**config.mk**
```make
export PLATFORM = sky130hd
export DESIGN_NAME = rid_ram
export DESIGN_NICKNAME = d
export VERILOG_FILES = /design/src/rtl/rid_ram.sv
export SDC_FILE = /design/constraint.sdc
export NUM_CORES = 1
export LEC_CHECK = 0
export BUFFER_PORTS_ARGS = -buffer_cell sky130_fd_sc_hd__buf_2
export CAP_MARGIN = 20
export CORE_MARGIN = 8
export CORE_UTILIZATION = 28
export DETAILED_ROUTE_END_ITERATION = 6
export PLACE_DENSITY = 0.54
export REMOVE_ABC_BUFFERS = 1
export SYNTH_ARGS = -nofsm -noshare
export SYNTH_HDL_FRONTEND = slang
export SYNTH_SLANG_ARGS = --single-unit
```
**constraint.sdc**
```tcl
create_clock -name clk -period 2.1 [get_ports clk]
set_clock_uncertainty 0.05 [all_clocks]
set_input_delay 0.315 -clock clk [delete_from_list [all_inputs] [get_ports clk]]
set_output_delay 0.315 -clock clk [all_outputs]
set_load 0.02 [all_outputs]
```
**src/rtl/rid_ram.sv**
```systemverilog
// generic single-write, single-read ram with registered read data
module rid_ram #(
  parameter int WIDTH = 8,
  parameter int DEPTH = 16,
  localparam int AW = (DEPTH > 1) ? $clog2(DEPTH) : 1
) (
  input  logic             clk,
  input  logic             we,
  input  logic [AW-1:0]    waddr,
  input  logic [WIDTH-1:0] wdata,
  input  logic [AW-1:0]    raddr,
  output logic [WIDTH-1:0] rdata
);

  logic [WIDTH-1:0] mem [DEPTH];

  // write port and registered read port
  always_ff @(posedge clk) begin
    if (we) begin
      mem[waddr] <= wdata;
    end
    rdata <= mem[raddr];
  end

endmodule

```
* Word level (Yosys, flattened, before mapping)
Memories as Yosys holds them, arrays and structs flattened. A register that Yosys moved wholly into a read port is not among the register bits.
Index checks and enable logic that the tools add are counted.
** Storage, ports and cells
- Output and inout port bits :: 8
- Bits in writable memories :: 128
- Input bits :: 18
- Word-level logic and storage cells :: 3
- Register bits after elaboration :: 0
- Memories :: 1
** Operators by class
- Multiplexer cells :: 2
** Memories
- mem :: words 16, bits a word 8, rd ports 1, clocked after memory_dff 1, write ports 1, RTL line 15 : logic [WIDTH-1:0] mem [DEPTH];
** Operators with widths (number)
- two-way mux 1 bit :: 2

* Depth between registers and ports, before layout
Gate-level depths: netlist (run 1).
- Depth after elaboration :: 2
- Gate-level depth with buffers :: 5
- Gate-level depth less buffers :: 3

* Worst setup path after synthesis (run 1)
Ideal clock, no wire load.
- Kind :: input -> register
- From :: input port waddr[2]
- To :: memory mem[0][0] (enable)
- Arrival time :: 1425 ps
- Path slack :: 242 ps
- Data required time :: 1667 ps
- Setup time :: 383 ps
- Stages on the path :: 2
- Buffers on the path :: 0
- Path through :: or3b_2 -> nor3_1
** RTL lines
- start: declaration :: RTL line 9 : input logic [AW-1:0] waddr,
- end: declaration :: RTL line 15
Straight into the memory's write port.

==> results of run 1 <==
state kept, by name (all words and copies together) (netlist names):
signal  flops
mem       128
rdata       8
cell usage after synthesis, drive strengths merged:
cell	instances	area share, %
nand2	9	0.66
nor2b	1	0.12
mux4	32	15
a22oi	16	2.3
nor2	13	0.95
and2b	1	0.15
clkdlybuf4s25	3	0.58
nand3b	2	0.29
nand3	1	0.097
dfxtp	8	3.1
or3b	1	0.17
buf	7	1.1
nand2b	2	0.24
nor3	4	0.39
edfxtp	128	75
and2	1	0.12
worst reg2reg max path, cell delays in order, from the launching register on:
cell	delay, ns
edfxtp_1	0.37
mux4_1	0.51
a22oi_1	0.27
nand2_1	0.09
metrics by stage:
step | hold WS [ns] | cell area, um^2 | setup slack (ns) | util, % | power, mW
CTS | 0.228 | 6270 | 0.674 | 34.8 | 6.45
finish | 0.241 | 6270 | 0.689 | 34.8 | 6.39
detailed placement | 0.620 | 5660 | 0.282 | 31.4 | 3.42
global route | 0.233 | 6270 | 0.637 | 34.8 | 6.58
floorplan | 0.364 | 5060 | 0.242 | - | 3.25
global placement | 0.603 | 5660 | 0.267 | 31.4 | 3.41
power groups by stage:
stage          combinational (mW)  clock, mW  sequential (mW)
3_3_place_gp                0.303          0             3.11
3_5_place_dp                0.309          0             3.11
2_1_floorplan               0.122          0             3.13
4_1_cts                     0.310       3.08             3.06
5_1_grt                     0.329       3.19             3.06
6_report                    0.301       3.03             3.06
per-layer routing:
layer | part of all wire (%) | GRT usage [%] | up-vias
met5 | 0.11 | 0 | -
met4 | 1.4 | 3.67 | 2
met3 | 7.1 | 3.47 | 15
met2 | 47 | 14.9 | 71
met1 | 45 | 12.3 | 1275
li1 | - | - | 1084
final timing paths:
check | cells after the start | end
worst min-delay path | 1 | mem[12][4]
worst max-delay path | 3 | rdata[0]
worst max register to register | 3 | rdata[0]
worst min register to register | 3 | rdata[1]
cell families (layout without fill, tap and decap cells):
| logic type | after synthesis | after routing | share of synthesized area, % |
|---|---|---|---|
| flip-flops | 136 | 136 | 77.8 |
| AND/OR/NAND/NOR | 35 | 35 | 3.18 |
| multiplexers | 32 | 32 | 15.0 |
| AO/OA/AOI/OAI | 16 | 16 | 2.33 |
| buffers and inverters | 10 | 78 | 1.68 |
final cells by class:
| class | count | area [um^2] |
|---|---|---|
| Fill cell | 1712 | 11800 |
| Sequential cell | 136 | 4000 |
| Multi-Input combinational cell | 83 | 1060 |
| Clock buffer | 18 | 429 |
| Timing Repair Buffer | 46 | 308 |
| Tap cell | 229 | 287 |
| Clock inverter | 14 | 181 |
==> flow_summary_export.csv, run 1 <==
group,metric,value,unit
route,wirelength,10.5,mm
sta,drv_slew,0,
logic_synthesis,synth_cells,229,
layout,drive_above_1_share,31.3,%
logic_synthesis,syn_area,5150,um^2
sta,fin_crit_sh,67.2,%
layout,mostFrequentLayoutCell,"edfxtp_1",
power,p_leak,2.10,nW
setup_path,reg2reg_from,"mem[1][0]",
clocking,cts_buffer_depth,2,
setup_path,path_cells,"mux4_1, a22oi_1, nand2_1",
setup_path,critPathRequiredTime,2.34,ns
setup_path,critPathLaunch,"mem[1][0]",
setup_path,startpoint_type,"register",
route,drc,0,
grt,grt_pass1_wl,15.7,mm
run,max-cap-violations,0,
power,combPwrFrac,4.7,%
sta,rsz0062_at_grt,"no",
floorplan,die_h,152,um
power,ir_drop,0.000468,V
floorplan,fp.dieArea,23000,um^2
clocking,post-cts-setup-buffers,0,
floorplan,core_area,18000,um^2
setup_path,crit_family,"multiplexers",
logic_synthesis,synth-warning-count,0,
floorplan,fp-row-count,49,
hold_path,hold_class,"in2reg",
clocking,cts_inserted_buffers,17,
setup_path,critical-path-max-stage-delay,0.51,ns
run_status,status,"finished clean",
floorplan,die_x,152,um
route,num_vias,2447,
logic_synthesis,synth_cell_types,19,
power,power_frac_seq,47.8,%
sta,tns,0,ns
sta,slew_headroom,71.8,%
clocking,clock-sinks,136,
sta,tightest_slew,0.423,ns
grt,grt.total_usage,9.69,%
route,drt_iter0_drc,132,
hold_path,hp-start,"wdata[4]",
grt,grt_pass1_vias,2577,
clocking,clk_pin_slew,0.06,ns
clocking,cts-resized-gates,0,
sta,fmax,0.709,GHz
sta,hold_viol_final,0,
route,drt.antenna.violating_nets,0,
route,first_pass_iters,4,
sta,setup_viol,0,
setup_path,cpMaxStageDelayCell,"mux4_1",
grt,grt-ovfl-total,0,
floorplan,io_pins,26,
route,wl_per_cell,20.0,um
route,vias_per_cell,4.65,
setup_path,cp_max_fo,1,
power,clockPowerShare,47.5,%
layout,instances_no_fill,526,
setup_path,r2r_slack,0.69,ns
clocking,root_buffer,"clkbuf_16",
layout,n_antenna_cell,0,
placement,port_buffers,25,
clocking,h-tree-depth,4,
clocking,cts_tree,"built",
logic_synthesis,synth.ff_latch_count,136,
floorplan,initial_core_util,28.6,%
power,p_int,5.13,mW
grt,antenna_found_initial,1,
setup_path,path_buf_inv,0,
grt,grt_max_degree,33,
clocking,cts-hold-fix-buffers,0,
setup_path,critPathArrivalTime,1.65,ns
logic_synthesis,seq_area_frac_synth,77.8,%
layout,nNetsFinal,302,
power,power.switching,1.26,mW
setup_path,worstSetupEndpointType,"register",
setup_path,critical_path_class,"reg2reg",
logic_synthesis,syn_area_per_cell,22.5,um^2
layout,area_delta_synth_final,21.7,%
placement,placed_cells,494,
clocking,clk_latency,0.41,ns
placement,gp_congestion,0.677,
sta,period_minus_slack,1.41,ns
power,power_density,1020,nW/um^2
layout,mostFrequentLayoutCells,"edfxtp_1, buf_2, buf_4",
power,switching_share,19.7,%
placement,hpwlAfterDp,6.79,mm
Power figures use the tool's default switching activity.
==> run 2, diff against run 1 <==
--- a/config.mk
+++ b/config.mk
@@ -10,7 +10,7 @@
 export CORE_MARGIN = 8
 export CORE_UTILIZATION = 28
 export DETAILED_ROUTE_END_ITERATION = 6
-export PLACE_DENSITY = 0.54
+export PLACE_DENSITY = 0.55
 export REMOVE_ABC_BUFFERS = 1
 export SYNTH_ARGS = -nofsm -noshare
 export SYNTH_HDL_FRONTEND = slang
==> constraint.sdc (replaced) <==
create_clock -name clk -period 1.2 [get_ports clk]
set_clock_uncertainty 0.05 [all_clocks]
set_input_delay 0.18 -clock clk [delete_from_list [all_inputs] [get_ports clk]]
set_output_delay 0.18 -clock clk [all_outputs]
set_load 0.02 [all_outputs]
==> flow_summary_export.csv, run 2 (synthesis results as in run 1) <==
group,metric,value,unit
setup_path,critPathArrivalTime,1.56,ns
run_status,violations,"negative setup slack",
placement,gp_congestion,0.786,
sta,fin_crit_sh,111,%
sta,rsz0062_at_grt,"yes",
sta,tightest_slew,0.950,ns
setup_path,cp_max_fo,1,
hold_path,min_to,"mem[4][0]",
setup_path,worstSetupEndpointType,"register",
route,drc,0,
sta,hold_viol_final,0,
power,power_density,1800,nW/um^2
setup_path,r2r_slack,-0.13,ns
grt,grt_pass1_wl,16.9,mm
setup_path,startpoint_type,"register",
setup_path,reg2reg_from,"mem[2][5]",
clocking,root_buffer,"clkbuf_16",
clocking,cts-hold-fix-buffers,0,
route,drt_iter0_drc,251,
setup_path,cpMaxStageDelayCell,"mux4_2",
route,first_pass_iters,4,
layout,regMostFlops,"mem",
clocking,cts_buffer_depth,2,
grt,antenna_found_initial,2,
route,num_vias,2468,
sta,fin_ws,-0.132,ns
run_status,status,"finished, violations left",
setup_path,critical_path_class,"reg2reg",
layout,n_antenna_cell,0,
power,power,11.5,mW
sta,period_minus_slack,1.33,ns
route,wl_per_cell,20.6,um
clocking,h-tree-depth,4,
grt,grt-ovfl-total,0,
sta,slew_headroom,36.5,%
layout,nNetsFinal,313,
run,max-cap-violations,0,
layout,largest_reg_flops,128,
clocking,post-cts-setup-buffers,0,
floorplan,fp.dieArea,23000,um^2
placement,hpwlAfterDp,7.40,mm
grt,grt_pass1_vias,2643,
layout,drive_above_1_share,42.5,%
placement,post-place-ws,-0.514,ns
layout,area_delta_synth_final,25.0,%
hold_path,hp-start,"wdata[0]",
layout,instances_no_fill,537,
grt,grtUsageMet1,13.3,%
setup_path,critical-path-max-stage-delay,0.48,ns
sta,drv_slew,0,
floorplan,io_pins,26,
clocking,cts_tree,"built",
layout,fin_util,35.7,%
sta,setup_viol,8,
grt,grt_use_met3,3.92,%
floorplan,die_h,152,um
power,p_leak,2.13,nW
setup_path,path_cells,"mux4_2, a22oi_2, nand2_1",
placement,placed_cells,505,
grt,grt_max_degree,17,
setup_path,rr_worst_depth,3,
route,wirelength,11.1,mm
floorplan,fp-row-count,49,
clocking,clk_latency,0.42,ns
power,ir_drop,0.000908,V
layout,mostFrequentLayoutCells,"edfxtp_1, mux4_2, buf_4",
setup_path,critPathRequiredTime,1.43,ns
sta,fmax,0.751,GHz
hold_path,hold_class,"in2reg",
clocking,clk_pin_slew,0.06,ns
hold_path,hold_depth,1,
sta,hold_slack,0.108,ns
floorplan,initial_core_util,28.6,%
layout,top_regs,"mem: 128 flops, rdata: 8 flops",
layout,mostFrequentLayoutCell,"edfxtp_1",
grt,met2_usage,15.9,%
floorplan,die_x,152,um
setup_path,r2r-end,"rdata[5]",
placement,port_buffers,25,
route,drt.antenna.violating_nets,0,
grt,busiest_layer,"met2",
layout,fillerInstances,1706,
clocking,clock-sinks,136,
floorplan,core_area,18000,um^2
grt,grt.total_usage,10.5,%
clocking,cts_inserted_buffers,17,
route,vias_per_cell,4.60,
## run 2: cell count changes in the layout (fill, tap and decap cells not counted), moves of 2 or more
cell	delta
buf_4	+10
buf_12	+3
a22oi_2	+11
clkinv_4	-2
clkinvlp_4	+2
clkinv_1	-3
buf_2	-2
a22oi_1	-11
mux4_1	-13
mux4_2	+13
## run 2: metrics by stage
step | area (um^2) | TNS (ns)
floorplan | 5060 | -15.80
global route | 6430 | -1.17
global placement | 5780 | -26.75
finish | 6430 | -0.756
detailed placement | 5780 | -28.42
CTS | 6430 | -0.798
## run 2: routing by layer
| layer | routed length, um | up-vias | share of wire [%] |
|---|---|---|---|
| li1 | - | 1098 | - |
| met1 | 4930 | 1271 | 44 |
| met2 | 5260 | 74 | 48 |
| met3 | 677 | 21 | 6.1 |
| met4 | 184 | 4 | 1.7 |
| met5 | 23 | - | 0.21 |
## run 2: worst max-delay path by stage
stage / from / end
floorplan: waddr[2] / mem[0][0]
global placement: raddr[0] / rdata[6]
detailed placement: raddr[0] / rdata[6]
CTS: mem[10][6] / rdata[6]
global route: mem[2][5] / rdata[5]
finish: mem[2][5] / rdata[5]
## run 2: layout make-up
type                    count  area [um^2]  area share [%]
well taps                 229          287            4.45
flip-flops and latches    136         4000            62.2
repair buffers             57          433            6.73
clock buffers              19          443            6.89
multi-input cells          83         1060            16.5
clock inverters            13          203            3.15
## run 2: repair_timing
item,in CTS,in global routing
endpoints found under the setup margin,10,8
pin swaps,12,1
gates resized for setup,22,4
## run 2: power by group
part	switching (mW)	internal, mW
clock	1.87	3.72
combinational	0.341	0.267
sequential	0.0363	5.31
## run 2: critical path: cells and delay by family (launching register included)
family,cells,cell delay [ns]
flops,1,0.37
mux,1,0.48
simple gates,1,0.12
compound gates,1,0.18
==> run 3, diff against run 2 <==
--- a/config.mk
+++ b/config.mk
@@ -11,7 +11,6 @@
 export CORE_UTILIZATION = 28
 export DETAILED_ROUTE_END_ITERATION = 6
 export PLACE_DENSITY = 0.55
-export REMOVE_ABC_BUFFERS = 1
 export SYNTH_ARGS = -nofsm -noshare
 export SYNTH_HDL_FRONTEND = slang
 export SYNTH_SLANG_ARGS = --single-unit
==> flow_summary_export.csv, run 3 (synthesis results as in run 1) <==
group,metric,value,unit
clocking,cts_buffer_depth,2,
layout,mostFrequentLayoutCell,"edfxtp_1",
setup_path,path_cells,"mux4_2, a22oi_2, nand2_1",
clocking,post-cts-setup-buffers,0,
layout,fillerInstances,1690,
setup_path,cpMaxStageDelayCell,"mux4_2",
layout,n_antenna_cell,0,
setup_path,worstSetupEndpointType,"register",
power,p_leak,2.15,nW
clocking,clock-sinks,136,
floorplan,die_h,152,um
layout,mostFrequentLayoutCells,"edfxtp_1, mux4_2, buf_4",
clocking,root_buffer,"clkbuf_16",
route,num_vias,2442,
layout,regMostFlops,"mem",
setup_path,cp_max_fo,1,
sta,fmax,0.780,GHz
floorplan,initial_core_util,28.6,%
setup_path,critical_path_class,"reg2reg",
floorplan,fp-row-count,49,
sta,setup_viol,8,
run_status,violations,"negative setup slack",
route,drc,0,
sta,drv_slew,0,
floorplan,io_pins,26,
route,wirelength,10.4,mm
route,vias_per_cell,4.54,
grt,grt_pass1_wl,16.0,mm
clocking,h-tree-depth,4,
floorplan,fp.dieArea,23000,um^2
route,wl_met2,4.99,mm
route,top_layer_used,"met4",
layout,area_delta_synth_final,25.9,%
route,dr_wl_met3,537,um
placement,post-place-ws,-0.433,ns
floorplan,core_area,18000,um^2
sta,fin_ws,-0.0828,ns
sta,rsz0062_at_grt,"yes",
grt,grt-ovfl-total,0,
clocking,clk_pin_slew,0.06,ns
setup_path,critPathRequiredTime,1.44,ns
sta,fin_crit_sh,107,%
sta,tightest_slew,0.947,ns
route,wl_per_cell,19.3,um
hold_path,hold_class,"in2reg",
clocking,clk_latency,0.41,ns
placement,gp_congestion,0.659,
layout,top_regs,"mem: 128 flops, rdata: 8 flops",
power,power_density,1710,nW/um^2
clocking,cts_tree,"built",
route,first_pass_iters,4,
sta,tns,-0.549,ns
layout,nNetsFinal,314,
logic_synthesis,synth_nets,247,
grt,grt.total_usage,9.86,%
run_status,status,"finished, violations left",
clocking,cts_inserted_buffers,17,
floorplan,die_x,152,um
grt,antenna_found_initial,0,
route,drt_iter0_drc,182,
route,drt.antenna.violating_nets,0,
sta,hold_viol_final,0,
placement,hpwlAfterDp,6.91,mm
route,m1WireLength,4.68,mm
layout,drive_above_1_share,43.7,%
run,max-cap-violations,0,
sta,hold_slack,0.106,ns
layout,largest_reg_flops,128,
setup_path,critical-path-max-stage-delay,0.48,ns
grt,grt_pass1_vias,2593,
setup_path,critPathArrivalTime,1.52,ns
setup_path,startpoint_type,"register",
power,power,11.1,mW
grt,grt_max_degree,17,
sta,period_minus_slack,1.28,ns
power,ir_drop,0.000939,V
sta,slew_headroom,36.8,%
placement,port_buffers,25,
-- run 3: routing by layer --
| metal | vias to the layer above | track usage, % |
|---|---|---|
| li1 | 1093 | - |
| met1 | 1283 | 12.9 |
| met2 | 52 | 14.8 |
| met3 | 14 | 2.76 |
| met4 | 0 | 4.85 |
| met5 | - | 0 |
-- run 3: layout make-up --
| type | count | area (um^2) | share of cell area (%) |
|---|---|---|---|
| clock buffer | 22 | 464 | 7.16 |
| multi-input combinational | 83 | 1100 | 17.0 |
| clock inverter | 10 | 125 | 1.93 |
| timing repair buffer | 58 | 495 | 7.65 |
| sequential | 136 | 4010 | 61.8 |
| tap | 229 | 287 | 4.42 |
-- run 3: stage by stage --
stage	instances	instance area, um^2	util (%)
CTS	538	6460	35.9
global route	538	6480	35.9
detailed placement	507	5840	32.4
global placement	507	5840	32.4
finish	538	6480	35.9
floorplan	229	5180	-
-- run 3: worst paths after layout --
path                            startpoint    endpoint  slack, ns  depth (start not counted)
worst min-delay path              wdata[0]  mem[14][0]       0.11                          1
worst max register to register  mem[11][6]    rdata[6]      -0.08                          3
worst min register to register  mem[13][7]    rdata[7]       0.63                          3
worst max-delay path            mem[11][6]    rdata[6]      -0.08                          3
-- run 3: worst max-delay path: cells and delay by family (launching register included) --
| kind | cells | cell delay (ns) |
|---|---|---|
| muxes | 1 | 0.48 |
| AOI/OAI and AO/OA | 1 | 0.19 |
| and+or+nand+nor | 1 | 0.08 |
| DFF | 1 | 0.36 |
-- run 3: power breakdown --
group          switching, mW  leakage [nW]  internal (mW)  total (mW)
Sequential            0.0357          1.22           5.32        5.35
Combinational          0.343         0.631          0.286       0.630
Clock                   1.78         0.290           3.35        5.13
-- run 3: repair_timing --
action	4_1_cts	5_1_grt
resized for setup	12	4
gates cloned	0	0
setup endpoints to repair	10	10
pin swaps	2	1
hold buffers	0	0
